[src/rtl/wbpp_pkg.sv]
`timescale 1ns / 1ps

package wbpp_pkg;

	localparam int unsigned POS_W     = 24;
	localparam int unsigned SAMPLE_W  = 16;
	localparam int unsigned CFG_IDX_W = 1;
	localparam int unsigned CFG_DAT_W = 24;
	localparam int unsigned BIN_OUT_W = 8;
	localparam int unsigned CNT_OUT_W = 9;
	localparam int unsigned CHAN_W    = 2;

	typedef logic [POS_W-1:0]           pos_t;
	typedef logic signed [SAMPLE_W-1:0] sample_t;
	typedef logic [CHAN_W-1:0]          chan_t;

	localparam logic CMD_PUSH  = 1'b0;
	localparam logic CMD_CLEAR = 1'b1;

	localparam logic REC_BIN   = 1'b0;
	localparam logic REC_CLEAR = 1'b1;

	localparam logic [CFG_IDX_W-1:0] CFG_CAPACITY = 1'b0;
	localparam logic [CFG_IDX_W-1:0] CFG_CHANNELS = 1'b1;

	localparam chan_t CHAN_MONO   = 2'd1;
	localparam chan_t CHAN_STEREO = 2'd2;

	localparam sample_t SAMPLE_MAX = 16'sh7FFF;
	localparam sample_t SAMPLE_MIN = -16'sh8000;

endpackage

[src/rtl/waveform_bin_peak_publisher.sv]
`timescale 1ns / 1ps

// Min/max overview builder for a recorded stereo buffer.
// Input channel (in_valid/in_ready) carries one frame or a clear command per beat.
// Output channel (out_valid/out_ready) carries publish records; an item yields
// zero, one or two records, and last marks the final record of an item.
// Configuration channel (cfg_valid/cfg_ready) is always ready; index 0 sets
// the buffer capacity in frames, index 1 the channel count.
// A frame's first record is loaded after these steps from the accepted beat:
// the position is scaled, the restoring divider for position * BIN_COUNT /
// capacity develops its log2(BIN_COUNT) quotient bits one at a time, the bin
// is updated and the record is emitted. A second record follows once the
// receiver has taken the first. in_ready returns once the last record is
// loaded, or after the bin update for a frame with no record. A clear goes
// straight to emitting its record, and an ignored frame leaves in_ready high.
// in_ready is low while an item is being worked on; one finished record can
// wait in the output register while the next item is already accepted.
// When the receiver stalls, the block holds the pending record and waits
// before loading the next one, so nothing is dropped.
// Reset clears the overview state, sets capacity to zero (all frames ignored)
// and the channel count to stereo.
module waveform_bin_peak_publisher #(
	parameter int unsigned BIN_COUNT        = 256,
	parameter int unsigned PUBLISH_INTERVAL = 64
) (
	input  logic                             clk,
	input  logic                             arst_n,

	input  logic                             cfg_valid,
	output logic                             cfg_ready,
	input  logic [wbpp_pkg::CFG_IDX_W-1:0]   cfg_index,
	input  logic [wbpp_pkg::CFG_DAT_W-1:0]   cfg_data,

	input  logic                             in_valid,
	output logic                             in_ready,
	input  logic                             command,
	input  logic                             frame_written,
	input  wbpp_pkg::pos_t                   frame_offset,
	input  wbpp_pkg::sample_t                left_sample,
	input  wbpp_pkg::sample_t                right_sample,

	output logic                             out_valid,
	input  logic                             out_ready,
	output logic                             record_kind,
	output logic [wbpp_pkg::BIN_OUT_W-1:0]   bin_index,
	output wbpp_pkg::sample_t                left_low,
	output wbpp_pkg::sample_t                left_high,
	output wbpp_pkg::sample_t                right_low,
	output wbpp_pkg::sample_t                right_high,
	output logic [wbpp_pkg::CNT_OUT_W-1:0]   valid_bin_count,
	output wbpp_pkg::chan_t                  reported_channels,
	output logic                             last
);

	import wbpp_pkg::*;

	localparam int unsigned QW = $clog2(BIN_COUNT);
	localparam int unsigned CW = $clog2(BIN_COUNT + 1);
	localparam int unsigned FW = $clog2(PUBLISH_INTERVAL + 1);
	localparam int unsigned SW = $clog2(QW + 1);
	localparam int unsigned NW = POS_W + QW;

	typedef enum logic [2:0] {
		S_IDLE,
		S_MUL,
		S_DIV,
		S_UPD,
		S_EMIT
	} state_t;

	state_t state_q;

	pos_t            cap_q;
	chan_t           chan_cfg_q;

	pos_t            pos_q;
	sample_t         l_q;
	sample_t         r_q;
	logic            clamp_q;
	logic [POS_W-1:0] rem_q;
	logic [QW-1:0]   lo_q;
	logic [QW-1:0]   quo_q;
	logic [SW-1:0]   step_q;

	logic [QW-1:0]   open_bin_q;
	logic            active_q;
	sample_t         lmin_q;
	sample_t         lmax_q;
	sample_t         rmin_q;
	sample_t         rmax_q;
	logic [CW-1:0]   opened_q;
	logic [FW-1:0]   fse_q;

	logic            pend_clr_q;
	logic            pend_old_q;
	logic            pend_int_q;
	logic [QW-1:0]   old_bin_q;
	sample_t         old_lmin_q;
	sample_t         old_lmax_q;
	sample_t         old_rmin_q;
	sample_t         old_rmax_q;
	logic [CW-1:0]   old_cnt_q;

	logic            out_valid_q;
	logic            kind_q;
	logic [BIN_OUT_W-1:0] bin_out_q;
	sample_t         ll_q;
	sample_t         lh_q;
	sample_t         rl_q;
	sample_t         rh_q;
	logic [CNT_OUT_W-1:0] cnt_out_q;
	chan_t           chans_out_q;
	logic            last_q;

	logic [NW-1:0]   num;
	logic [POS_W:0]  trial;
	logic            q_bit;
	logic [POS_W:0]  diff;
	logic [QW:0]     quo_sh;
	logic [QW:0]     lo_sh;
	logic [QW-1:0]   bin_now;
	logic            change;
	sample_t         lmin_base, lmax_base, rmin_base, rmax_base;
	sample_t         lmin_new, lmax_new, rmin_new, rmax_new;
	logic            cnt_inc;
	logic [FW:0]     fse_inc;
	logic            int_hit;
	chan_t           chans;
	logic [QW+BIN_OUT_W-1:0] old_bin_w, cur_bin_w;
	logic [CW+CNT_OUT_W-1:0] old_cnt_w, cur_cnt_w;
	logic            out_free;
	logic            rec_load;

	always_comb begin
		num       = NW'(pos_q) * NW'(BIN_COUNT);
		trial     = {rem_q, lo_q[QW-1]};
		q_bit     = trial >= {1'b0, cap_q};
		diff      = trial - {1'b0, cap_q};
		quo_sh    = {quo_q, q_bit};
		lo_sh     = {lo_q, 1'b0};

		bin_now   = clamp_q ? QW'(BIN_COUNT - 1) : quo_q;
		change    = !active_q || (open_bin_q != bin_now);

		// A new bin starts from the empty extremes before taking the frame.
		lmin_base = change ? SAMPLE_MAX : lmin_q;
		lmax_base = change ? SAMPLE_MIN : lmax_q;
		rmin_base = change ? SAMPLE_MAX : rmin_q;
		rmax_base = change ? SAMPLE_MIN : rmax_q;
		lmin_new  = (l_q < lmin_base) ? l_q : lmin_base;
		lmax_new  = (l_q > lmax_base) ? l_q : lmax_base;
		rmin_new  = (r_q < rmin_base) ? r_q : rmin_base;
		rmax_new  = (r_q > rmax_base) ? r_q : rmax_base;

		cnt_inc   = change && (opened_q < CW'(BIN_COUNT));
		fse_inc   = {1'b0, fse_q} + (FW+1)'(1);
		int_hit   = fse_inc >= (FW+1)'(PUBLISH_INTERVAL);

		chans     = (chan_cfg_q == CHAN_MONO) ? CHAN_MONO : CHAN_STEREO;

		old_bin_w = {{BIN_OUT_W{1'b0}}, old_bin_q};
		cur_bin_w = {{BIN_OUT_W{1'b0}}, open_bin_q};
		old_cnt_w = {{CNT_OUT_W{1'b0}}, old_cnt_q};
		cur_cnt_w = {{CNT_OUT_W{1'b0}}, opened_q};

		out_free  = !out_valid_q || out_ready;
		rec_load  = (state_q == S_EMIT) && out_free && (pend_clr_q || pend_old_q || pend_int_q);
	end

	assign cfg_ready = 1'b1;
	assign in_ready  = (state_q == S_IDLE);

	assign out_valid         = out_valid_q;
	assign record_kind       = kind_q;
	assign bin_index         = bin_out_q;
	assign left_low          = ll_q;
	assign left_high         = lh_q;
	assign right_low         = rl_q;
	assign right_high        = rh_q;
	assign valid_bin_count   = cnt_out_q;
	assign reported_channels = chans_out_q;
	assign last              = last_q;

	always_ff @(posedge clk or negedge arst_n) begin
		if (!arst_n) begin
			state_q     <= S_IDLE;
			cap_q       <= '0;
			chan_cfg_q  <= CHAN_STEREO;
			open_bin_q  <= '0;
			active_q    <= 1'b0;
			lmin_q      <= SAMPLE_MAX;
			lmax_q      <= SAMPLE_MIN;
			rmin_q      <= SAMPLE_MAX;
			rmax_q      <= SAMPLE_MIN;
			opened_q    <= '0;
			fse_q       <= '0;
			pend_clr_q  <= 1'b0;
			pend_old_q  <= 1'b0;
			pend_int_q  <= 1'b0;
			out_valid_q <= 1'b0;
			step_q      <= '0;
		end else begin
			if (cfg_valid && cfg_ready) begin
				unique case (cfg_index)
					CFG_CAPACITY: cap_q      <= cfg_data[POS_W-1:0];
					CFG_CHANNELS: chan_cfg_q <= cfg_data[CHAN_W-1:0];
					default: ;
				endcase
			end

			if (rec_load) begin
				out_valid_q <= 1'b1;
			end else if (out_ready) begin
				out_valid_q <= 1'b0;
			end

			unique case (state_q)
				S_IDLE: begin
					if (in_valid) begin
						pos_q <= frame_offset;
						l_q   <= left_sample;
						r_q   <= right_sample;
						if (command == CMD_CLEAR) begin
							open_bin_q <= '0;
							active_q   <= 1'b0;
							lmin_q     <= SAMPLE_MAX;
							lmax_q     <= SAMPLE_MIN;
							rmin_q     <= SAMPLE_MAX;
							rmax_q     <= SAMPLE_MIN;
							opened_q   <= '0;
							fse_q      <= '0;
							pend_clr_q <= 1'b1;
							state_q    <= S_EMIT;
						end else if (frame_written && (cap_q != '0)) begin
							state_q <= S_MUL;
						end
					end
				end

				S_MUL: begin
					// Positions at or past capacity land in the last bin, so the
					// quotient otherwise stays below BIN_COUNT and fits QW bits.
					clamp_q <= pos_q >= cap_q;
					rem_q   <= num[NW-1:QW];
					lo_q    <= num[QW-1:0];
					quo_q   <= '0;
					step_q  <= SW'(QW);
					state_q <= S_DIV;
				end

				S_DIV: begin
					rem_q  <= q_bit ? diff[POS_W-1:0] : trial[POS_W-1:0];
					quo_q  <= quo_sh[QW-1:0];
					lo_q   <= lo_sh[QW-1:0];
					step_q <= step_q - SW'(1);
					if (step_q == SW'(1)) begin
						state_q <= S_UPD;
					end
				end

				S_UPD: begin
					old_bin_q  <= open_bin_q;
					old_lmin_q <= lmin_q;
					old_lmax_q <= lmax_q;
					old_rmin_q <= rmin_q;
					old_rmax_q <= rmax_q;
					old_cnt_q  <= opened_q;
					pend_old_q <= change && active_q;
					pend_int_q <= int_hit;

					open_bin_q <= bin_now;
					active_q   <= 1'b1;
					lmin_q     <= lmin_new;
					lmax_q     <= lmax_new;
					rmin_q     <= rmin_new;
					rmax_q     <= rmax_new;
					if (cnt_inc) begin
						opened_q <= opened_q + CW'(1);
					end
					fse_q <= int_hit ? '0 : fse_inc[FW-1:0];

					if ((change && active_q) || int_hit) begin
						state_q <= S_EMIT;
					end else begin
						state_q <= S_IDLE;
					end
				end

				S_EMIT: begin
					if (out_free) begin
						if (pend_clr_q) begin
							kind_q      <= REC_CLEAR;
							bin_out_q   <= '0;
							ll_q        <= '0;
							lh_q        <= '0;
							rl_q        <= '0;
							rh_q        <= '0;
							cnt_out_q   <= '0;
							chans_out_q <= chans;
							last_q      <= 1'b1;
							pend_clr_q  <= 1'b0;
							state_q     <= S_IDLE;
						end else if (pend_old_q) begin
							// The finished bin goes out first, with the count from
							// before the new bin was opened.
							kind_q      <= REC_BIN;
							bin_out_q   <= old_bin_w[BIN_OUT_W-1:0];
							ll_q        <= old_lmin_q;
							lh_q        <= old_lmax_q;
							rl_q        <= old_rmin_q;
							rh_q        <= old_rmax_q;
							cnt_out_q   <= old_cnt_w[CNT_OUT_W-1:0];
							chans_out_q <= chans;
							last_q      <= !pend_int_q;
							pend_old_q  <= 1'b0;
							if (!pend_int_q) begin
								state_q <= S_IDLE;
							end
						end else if (pend_int_q) begin
							kind_q      <= REC_BIN;
							bin_out_q   <= cur_bin_w[BIN_OUT_W-1:0];
							ll_q        <= lmin_q;
							lh_q        <= lmax_q;
							rl_q        <= rmin_q;
							rh_q        <= rmax_q;
							cnt_out_q   <= cur_cnt_w[CNT_OUT_W-1:0];
							chans_out_q <= chans;
							last_q      <= 1'b1;
							pend_int_q  <= 1'b0;
							state_q     <= S_IDLE;
						end else begin
							state_q <= S_IDLE;
						end
					end
				end

				default: state_q <= S_IDLE;
			endcase
		end
	end

endmodule
[config.mk]
export PLATFORM = sky130hd
export DESIGN_NAME = waveform_bin_peak_publisher
export DESIGN_NICKNAME = d
export VERILOG_FILES = /design/src/rtl/wbpp_pkg.sv /design/src/rtl/waveform_bin_peak_publisher.sv
export SDC_FILE = /design/constraint.sdc
export NUM_CORES = 1
export LEC_CHECK = 0
export BUFFER_PORTS_ARGS = -buffer_cell sky130_fd_sc_hd__buf_2
export CAP_MARGIN = 20
export CORE_UTILIZATION = 52
export DETAILED_ROUTE_END_ITERATION = 8
export GPL_TIMING_DRIVEN = 0
export PLACE_DENSITY = 0.73
export SLEW_MARGIN = 20
export SYNTH_ARGS = -nofsm -noshare
export SYNTH_HDL_FRONTEND = slang
export SYNTH_SLANG_ARGS = --single-unit
[constraint.sdc]
create_clock -name clk -period 9.1 [get_ports clk]
set_input_delay 0 -clock clk [delete_from_list [all_inputs] [get_ports clk]]
set_output_delay 0 -clock clk [all_outputs]
set_load 0.03 [all_outputs]
---- Yosys cells after proc, flatten, opt, wreduce, memory -nomap -nowiden ----
Cells that the tools add are included.
word-level totals
  register bits ........................... 389
  input bits .............................. 88
  output and inout port bits .............. 88
  logic and storage cells ................. 180
cells by class
  $add $sub $neg .......................... 4
  $lt $le $gt $ge ......................... 8
  equal/unequal tests ..................... 16
  mux-type cells .......................... 79
  bitwise logic cells ..................... 1
  reductions and logical operators ........ 34
operator list
  cell                                                            count
  16-bit 2-to-1 mux                                               20
  16-bit one-hot mux with 2 select lines                          4
  24-bit one-hot mux with 2 select lines                          1
  8-bit one-hot mux with 2 select lines                           3
  9-bit 2-to-1 mux                                                5
  8-bit 2-to-1 mux                                                5
  16-bit greater-than comparator                                  2
  16-bit < comparator                                             2
  3-bit 2-to-1 mux                                                9
  25-bit by 24-bit >= comparator with 1-bit output                1
  24-bit >= comparator                                            1
  24-bit 2-to-1 mux                                               1
  24-bit nonzero test                                             1
  24-bit subtractor                                               1
  7-bit 2-to-1 mux                                                3
  9-bit one-hot mux with 2 select lines                           1
  1-bit 2-to-1 mux                                                16
  4-bit AND reduction                                             4
  3-bit one-hot mux with 5 select lines                           1
  7-bit one-hot mux with 2 select lines                           1
  2-bit inequality test (second input constant)                   6
  2-bit AND reduction                                             5
  2-bit nonzero test                                              5
  9-bit by 1-bit adder with 9-bit output (second input constant)  1
  24 further kinds                                                43

---- Longest topological paths before layout ----
Gate-level depths: netlist of run 1.
  depth in word-level cells ............... 7
  depth in mapped cells ................... 20
  gate-level depth less buffers ........... 15

---- Worst setup path after synthesis of run 1 ----
OpenSTA, ideal clock, no wires.
  path type ............................... register to register
  start point ............................. reg state_q[2]
  end point ............................... reg bin_out_q[0], in the netlist bin_index[0], enable pin
  setup time .............................. 0.650 ns
  arrival ................................. 7.133 ns
  setup slack ............................. 1.317 ns
  cell stages (with the launch flop) ...... 6
  clock period less this slack ............ 7.783 ns
  cell sequence ........................... dfrtp_1 -> clkbuf_1 -> inv_1 -> nor3_1 -> nand2_1 -> nor3b_1
between the ends
  cells in the longest elaborated chain, start to end .. 2
ends and longest elaborated chain
  element                               RTL line                            source
  start, declared                       waveform_bin_peak_publisher.sv:71   state_t state_q;
  start signal, assigned                waveform_bin_peak_publisher.sv:186  state_q <= S_IDLE;
  start signal, assigned                waveform_bin_peak_publisher.sv:233  state_q <= S_EMIT;
  start signal, assigned                waveform_bin_peak_publisher.sv:235  state_q <= S_MUL;
  3-bit == test                         waveform_bin_peak_publisher.sv:217  unique case (state_q)
  4-bit AND reduction (no source line)  n/a
  end signal, assigned                  waveform_bin_peak_publisher.sv:307  bin_out_q <= old_bin_w[BIN_OUT_W-1:0];
  end signal, assigned                  waveform_bin_peak_publisher.sv:321  bin_out_q <= cur_bin_w[BIN_OUT_W-1:0];
  end, declared                         waveform_bin_peak_publisher.sv:106  logic [BIN_OUT_W-1:0] bin_out_q;
Every way passes these cells.
A chain may end at the register's enable or synchronous reset.

---- Worst setup path in the final report of run 1 ----
  start point ............................. reg clamp_q
  end point ............................... reg rmax_q[12]
between the ends
  cells in the longest elaborated chain, start to end .. 7
ends and longest elaborated chain
  element                                   RTL line                            source
  start, declared                           waveform_bin_peak_publisher.sv:79   logic clamp_q;
  start signal, assigned                    waveform_bin_peak_publisher.sv:243  clamp_q <= pos_q >= cap_q;
  8-bit 2-to-1 mux *                        waveform_bin_peak_publisher.sv:142  bin_now = clamp_q ? QW'(BIN_COUNT - 1) : quo_q;
  8-bit inequality test *                   waveform_bin_peak_publisher.sv:143  change = !active_q || (open_bin_q != bin_now);
  1-bit logical OR *                        waveform_bin_peak_publisher.sv:143
  16-bit 2-to-1 mux *                       waveform_bin_peak_publisher.sv:149  rmax_base = change ? SAMPLE_MIN : rmax_q;
  16-bit greater-than comparator            waveform_bin_peak_publisher.sv:153  rmax_new = (r_q > rmax_base) ? r_q : rmax_base;
  16-bit 2-to-1 mux *                       waveform_bin_peak_publisher.sv:153
  16-bit one-hot mux with 2 select lines *  waveform_bin_peak_publisher.sv:217
  end signal, assigned                      waveform_bin_peak_publisher.sv:276  rmax_q <= rmax_new;
  end, declared                             waveform_bin_peak_publisher.sv:90   sample_t rmax_q;
Every way passes the cells marked *; elsewhere a longest branch is shown, timed or not.

==> metrics.txt, run 1 <==
critical path required time between 9 and 10 ns; clock root buffer clkbuf_16; sequential-to-total area share from yosys stat approximately three fifths; Die H about 190 um; slowest CP cell clkbuf_1; synthesized area 18300 um2; vias in the first global route 13400; Arrival @ worst endpoint 5.93 ns; Ports around 180; RSZ-0062 raised after global routing false; Max Cap Viol 0; CTS Buf Count 41; post-route minimum period 5.53 ns; die width about 190 um; slew margin rel. 36.0%; Hold Fails Final Rpt 0; Final #Nets between 2000 and 2500; RR Endpoint rmax_q[12]; status finished clean; Critical Path Max Stage Delay approximately 0.55 ns; Syn Area/Cell 11.9 um2; Ant. Diodes 0; clk buf depth 3; postcts setup bufs 0; most frequent CP cell clkbuf_1; Post-synth EDFFs 255; area occupied by multi-input gates roughly 7000 um2; most frequent cells in the layout edfxtp_1, buf_2, nand2_1, nor2_1, ha_1; met3 Use GR 3.86%; CTS H-tree lvls 2; Yosys reg bits between 300 and 400; drt pass-1 iters 7; worst path bufs/invs 5; pre-CTS setup slack 3.65 ns; vias about 14000; Post-DP Area about 20000 um2; Yosys warning total 0; P_leak 0.00887 uW; most common cell after layout, fill and taps aside edfxtp_1; Worst Setup Start Kind flip-flop; Core Box Area 34600 um2; fin crit share 60.7%; hold crit path type in2async; DRC viols 0; most used routing layer met2; PwrDens 257 nW/um2; Setup crit end kind flip-flop; Die ar. 36000 um2; Cell Rows 68; worst slew pin tran 0.960 ns; Synth async-reset ratio 33.1%; Avg Vias per Cell between 5 and 6; final wirelength 44.6 mm; CP delay by family, top buffers and inverters; Routed wire per std cell 19.1 um; critical path depth in cells 19; Area growth syn-to-layout 21.3%; global-route wire length before repair 70.1 mm; Post-DP HPWL 31.3 mm; r2r setup slk 3.57 ns; # port buffers 174; clock skew 0.0182 ns; count of cell types in the netlist 75; CTS tree built; top_reg_cell synth edfxtp_1; Achievable Freq 0.181 GHz; CP Cell Sequence buf_6, or3_1, a211oi_1, o22ai_1, nor3_2, clkbuf_1, nand2_1, ha_1, nor2b_1, o21a_1, o21ai_0, a211o_1, o21ai_0, a21o_1, clkbuf_1, and2_1, clkbuf_1, clkbuf_1, o211ai_1; hold buffer count at CTS 86; Slew Viols, Final 0; initial antenna violation count 0; GP Congestion 0.908; Iter 0 DRT Violations a little over 1000; antenna viol nets, final 0; fin area 22300 um2; Register Area 10900 um2; Post-Synthesis Cells 1537; syn_nets 1740; remaining global-route overflow 0; grt met2 use a little over two fifths; gr usage total 25.0%; CTS sink count 381; setup slack after layout 3.57 ns; largest net degree at the start of global routing 69; Initial Utilization 53.0%; critical path fanouts, max 10; global routing usage on met1 32.2%; r2r startpoint clamp_q; clock-pin slew on the worst setup and hold paths 0.06 ns; Max IR drop VDD 0.228 mV; Filler cells 2625; worst r2r path cells 19; critical path class reg2reg; # setup viols final 0; layout cells sized above 1 16.8%; cts repair resizes 0; Clk Latency, worst-skew pair 0.55 ns
[layout make-up]
cell class,instances,share of cell area [%]
sequential,381,48.7
timing repair buffer,273,8.59
clock inverter,26,1.12
clock buffer,50,5.23
inverter,56,0.944
tap,455,2.56
multi-input combinational,1033,31.5
buffer,67,1.31
[state kept, by name, summed over array words and instances (netlist names), 9 cells and up]
| register | cells |
|---|---|
| cap_q | 24 |
| l_q | 16 |
| left_high | 16 |
| left_low | 16 |
| lmax_q | 16 |
| lmin_q | 16 |
| old_cnt_q | 9 |
| old_lmax_q | 16 |
| old_lmin_q | 16 |
| old_rmax_q | 16 |
| old_rmin_q | 16 |
| opened_q | 9 |
| pos_q | 24 |
| r_q | 16 |
| rem_q | 24 |
| right_high | 16 |
| right_low | 16 |
| rmax_q | 16 |
| rmin_q | 16 |
| valid_bin_count | 9 |
[power breakdown]
| part | internal, uW | total (uW) | switching, uW |
|---|---|---|---|
| Clock | 1030 | 1720 | 687 |
| Combinational | 587 | 1500 | 910 |
| Sequential | 2260 | 2510 | 249 |
[synth_stat cells (3+ instances only)]
cell type | instances | share of area, %
o21bai_1 | 3 | 0.12
and4_1 | 3 | 0.14
o211ai_1 | 19 | 0.78
or2_2 | 3 | 0.10
xnor2_1 | 19 | 0.91
a31oi_1 | 6 | 0.20
and3_1 | 18 | 0.61
edfxtp_1 | 255 | 42
o21ai_0 | 88 | 2.4
o31a_1 | 3 | 0.14
buf_1 | 4 | 0.082
nor2b_1 | 10 | 0.34
buf_2 | 5 | 0.14
o22ai_1 | 8 | 0.27
clkbuf_1 | 53 | 1.1
a41oi_1 | 4 | 0.19
nor3_1 | 15 | 0.41
o31ai_1 | 6 | 0.25
o21a_1 | 9 | 0.37
nor4_1 | 8 | 0.27
nand2b_1 | 9 | 0.31
nand4_1 | 38 | 1.3
a21oi_1 | 59 | 1.6
inv_1 | 55 | 1.1
mux2_2 | 3 | 0.18
nand3b_1 | 3 | 0.12
and2_1 | 19 | 0.65
a22o_1 | 16 | 0.76
o22a_1 | 30 | 1.4
buf_6 | 4 | 0.25
a21o_1 | 34 | 1.4
mux2i_1 | 92 | 5.0
a211oi_1 | 6 | 0.25
or3_1 | 7 | 0.24
dfstp_2 | 33 | 4.7
nand2_1 | 162 | 3.3
nor2_1 | 156 | 3.2
xor2_1 | 8 | 0.38
nand3_1 | 11 | 0.30
a2111oi_0 | 3 | 0.14
a211o_1 | 5 | 0.24
ha_1 | 114 | 7.8
dfrtp_1 | 93 | 13
[worst register-to-register path: stages, from the launching register on]
cell and delay [ns]:
edfxtp_1 0.40, buf_6 0.16, or3_1 0.38, a211oi_1 0.22, o22ai_1 0.26, nor3_2 0.52
clkbuf_1 0.55, nand2_1 0.13, ha_1 0.31, nor2b_1 0.13, o21a_1 0.11, o21ai_0 0.10
a211o_1 0.28, o21ai_0 0.22, a21o_1 0.16, clkbuf_1 0.39, and2_1 0.19, clkbuf_1 0.30
clkbuf_1 0.42, o211ai_1 0.17
[stage by stage]
step | power, uW | TNS, ns | hold WS [ns] | utilization (%) | cells
3_5_place_dp | 3980 | 0 | -0.0145 | 57.7 | 2179
6_report | 5720 | 0 | 0.00592 | 64.3 | 2341
2_1_floorplan | 3510 | 0 | -0.296 | - | 1537
4_1_cts | 5740 | 0 | 0.0215 | 64.3 | 2341
3_3_place_gp | 3920 | -205.73 | 0.177 | 57.1 | 2166
5_1_grt | 6010 | 0 | 0.0477 | 64.3 | 2341
[worst max path at each step]
stage / endpoint / from / slack [ns]
after global placement: right_high[11] / arst_n / -2.44
after global routing: rmax_q[10] / clamp_q / 3.21
final: rmax_q[12] / clamp_q / 3.57
after CTS: rmax_q[12] / clamp_q / 3.58
after floorplan: bin_index[0] / state_q[2] / 1.32
after detailed placement: rmax_q[9] / clamp_q / 3.65
[cell families (layout without fill, tap and decap cells)]
logic type | after synthesis | after routing | share of synthesized area [%]
flip-flops | 381 | 381 | 59.1
AND/OR/NAND/NOR | 468 | 468 | 11.6
XOR/XNOR | 27 | 27 | 1.29
adder cells (fa/ha/maj) | 115 | 115 | 7.88
AO/OA/AOI/OAI | 327 | 327 | 12.1
other | 1 | 1 | 0.0204
buffers and inverters | 123 | 472 | 2.73
multiplexers | 95 | 95 | 5.20
[layer usage]
layer	up-vias	part of all wire (%)
met5	-	0
met4	0	3.0
met3	102	5.8
met2	480	49
met1	6624	42
li1	6320	-
Power figures use the tool's default switching activity.
==> run 2, diff against run 1 <==
Settings changed: PLACE_DENSITY 0.73 to 0.76.
Clock period 9.1 ns to 4.94 ns, I/O delays scaled along.
==> metrics.txt, run 2 (synthesis results as in run 1) <==
status finished clean; die width around 190 um; gr usage total 25.3%; Avg Vias per Cell about 5.8; post-route minimum period 4.71 ns; hold crit path type in2reg; Initial Utilization 53.0%; non-filler instance count after layout 2344; RSZ-0062 raised after global routing false; CTS H-tree lvls 2; CTS Buf Count 41; Max IR drop VDD 0.431 mV; Die ar. 36000 um2; WHS Path Cells 4; initial antenna violation count 1; DRC viols 0; layout cells sized above 1 roughly 17%; clock-pin slew on the worst setup and hold paths 0.06 ns; Clk pwr share 29.0%; clk buf depth 3; Final Power 10500 uW; Cell Rows 68; clock root buffer clkbuf_16; antenna viol nets, final 0; Final Core Density approximately 64%; final wirelength 45.2 mm; Filler cells 2579; Hold Fails Final Rpt 0; sw power around 3400 uW; most frequent cells in the layout edfxtp_1, buf_2, nand2_1, nor2_1, ha_1; vias 13600; Slew Viols, Final 0; fin crit share 95.3%; internal cell power approximately 7000 uW; vias in the first global route 13500; most common cell after layout, fill and taps aside edfxtp_1; PwrDens between 400 and 500 nW/um2; clock skew around 0.024 ns; Post-Place Cells 2175; Max Cap Viol 0; GP Congestion 0.870; Clk Latency, worst-skew pair about 0.56 ns; Arrival @ worst endpoint 5.20 ns; largest net degree at the start of global routing 88; Ports 176; # port buffers 174; Iter 0 DRT Violations around 1100; CTS tree built; Comb power frac a little over a quarter; P_leak 0.00889 uW; global-route wire length before repair 71.5 mm; worst slew pin tran 1.19 ns; Core Box Area 34600 um2; Setup crit end kind flip-flop; Largest regs cap_q: 24 flops, pos_q: 24 flops, rem_q: 24 flops; Achievable Freq between 0.2 and 0.25 GHz; Final #Nets 2058; remaining global-route overflow 0; CTS sink count 381; critical path class reg2reg; critical path fanouts, max 10; # setup viols final 0; Die H about 190 um; Worst Setup Start Kind flip-flop; Routed wire per std cell 19.3 um; drt pass-1 iters 7; worst r2r path cells 18; Net Sw Frac 32.9%; Area growth syn-to-layout 21.3%; slew margin rel. 19.9%; Post-DP HPWL 31.1 mm; Seq pwr share 44.3%; critical path required time about 5.4 ns
-- run 2: layout make-up --
cell class              count  area (um2)  share of cell area (%)
diodes                      1        2.50                  0.0112
repair buffers            276        1960                    8.81
plain buffers              66         297                    1.33
flip-flops and latches    381       10900                    48.7
well taps                 455         569                    2.56
multi-input cells        1033        7030                    31.6
clock buffers              56        1160                    5.23
clock inverters            20         175                   0.787
inverters                  56         210                   0.944
-- run 2: power by group through the flow --
stage	clock network (uW)	logic, uW	registers, uW
after global placement	0	2540	4680
after detailed placement	0	2660	4680
after global routing	3200	3070	4700
final	3040	2790	4640
after floorplan	0	1810	4650
after CTS	3070	2750	4630
-- run 2: final timing paths --
check | startpoint | to | slack [ns]
worst max-delay path | clamp_q | rmin_q[6] | 0.23
worst min-delay path | cfg_index | cap_q[23] | 0.10
worst max register to register | clamp_q | rmin_q[6] | 0.23
worst min register to register | fse_q[5] | fse_q[5] | 0.48
max in group asynchronous | arst_n | chan_cfg_q[1] | 4.30
min in group asynchronous | arst_n | lmin_q[4] | 0.13
-- run 2: worst max-delay path, cell delays in order (launching register included) --
cell      delay (ns)
edfxtp_1        0.41
buf_6           0.16
or3_1           0.38
a211oi_2        0.23
o22ai_2         0.22
nor2_2          0.17
nand2_1         0.14
clkbuf_4        0.25
nor2_1          0.11
ha_1            0.24
a21o_1          0.18
a21o_1          0.17
a221o_1         0.36
a221oi_2        0.29
o21ai_1         0.13
or4b_4          0.56
a31oi_4         0.30
buf_6           0.20
o22a_1          0.15
-- run 2: metal layers --
layer  wire (um)  track usage (%)  vias up  share of wire, %
li1            -                -     6340                 -
met1       18800             32.8     6652                42
met2       22400             44.0      531                49
met3        2830             3.45       88               6.3
met4        1180             7.94        0               2.6
met5           0                0        -                 0
-- run 2: through the flow --
step | hold slack, ns | setup slack (ns) | area, um2 | TNS (ns)
floorplan | -0.296 | 0.178 | 18400 | 0
global placement | 0.177 | -2.62 | 19800 | -296.74
detailed placement | -0.0811 | -0.408 | 20000 | -4.46
CTS | 0.0912 | 0.0531 | 22200 | 0
global route | 0.135 | 0.0105 | 22300 | 0
finish | 0.100 | 0.235 | 22300 | 0
-- run 2: timing repair --
item | in CTS | in global routing
setup buffers | 0 | 6
setup endpoints to repair | 33 | 36
hold endpoints to repair | 194 | 0
resized for setup | 4 | 10
hold buffers | 87 | 0
pin swaps | 0 | 3
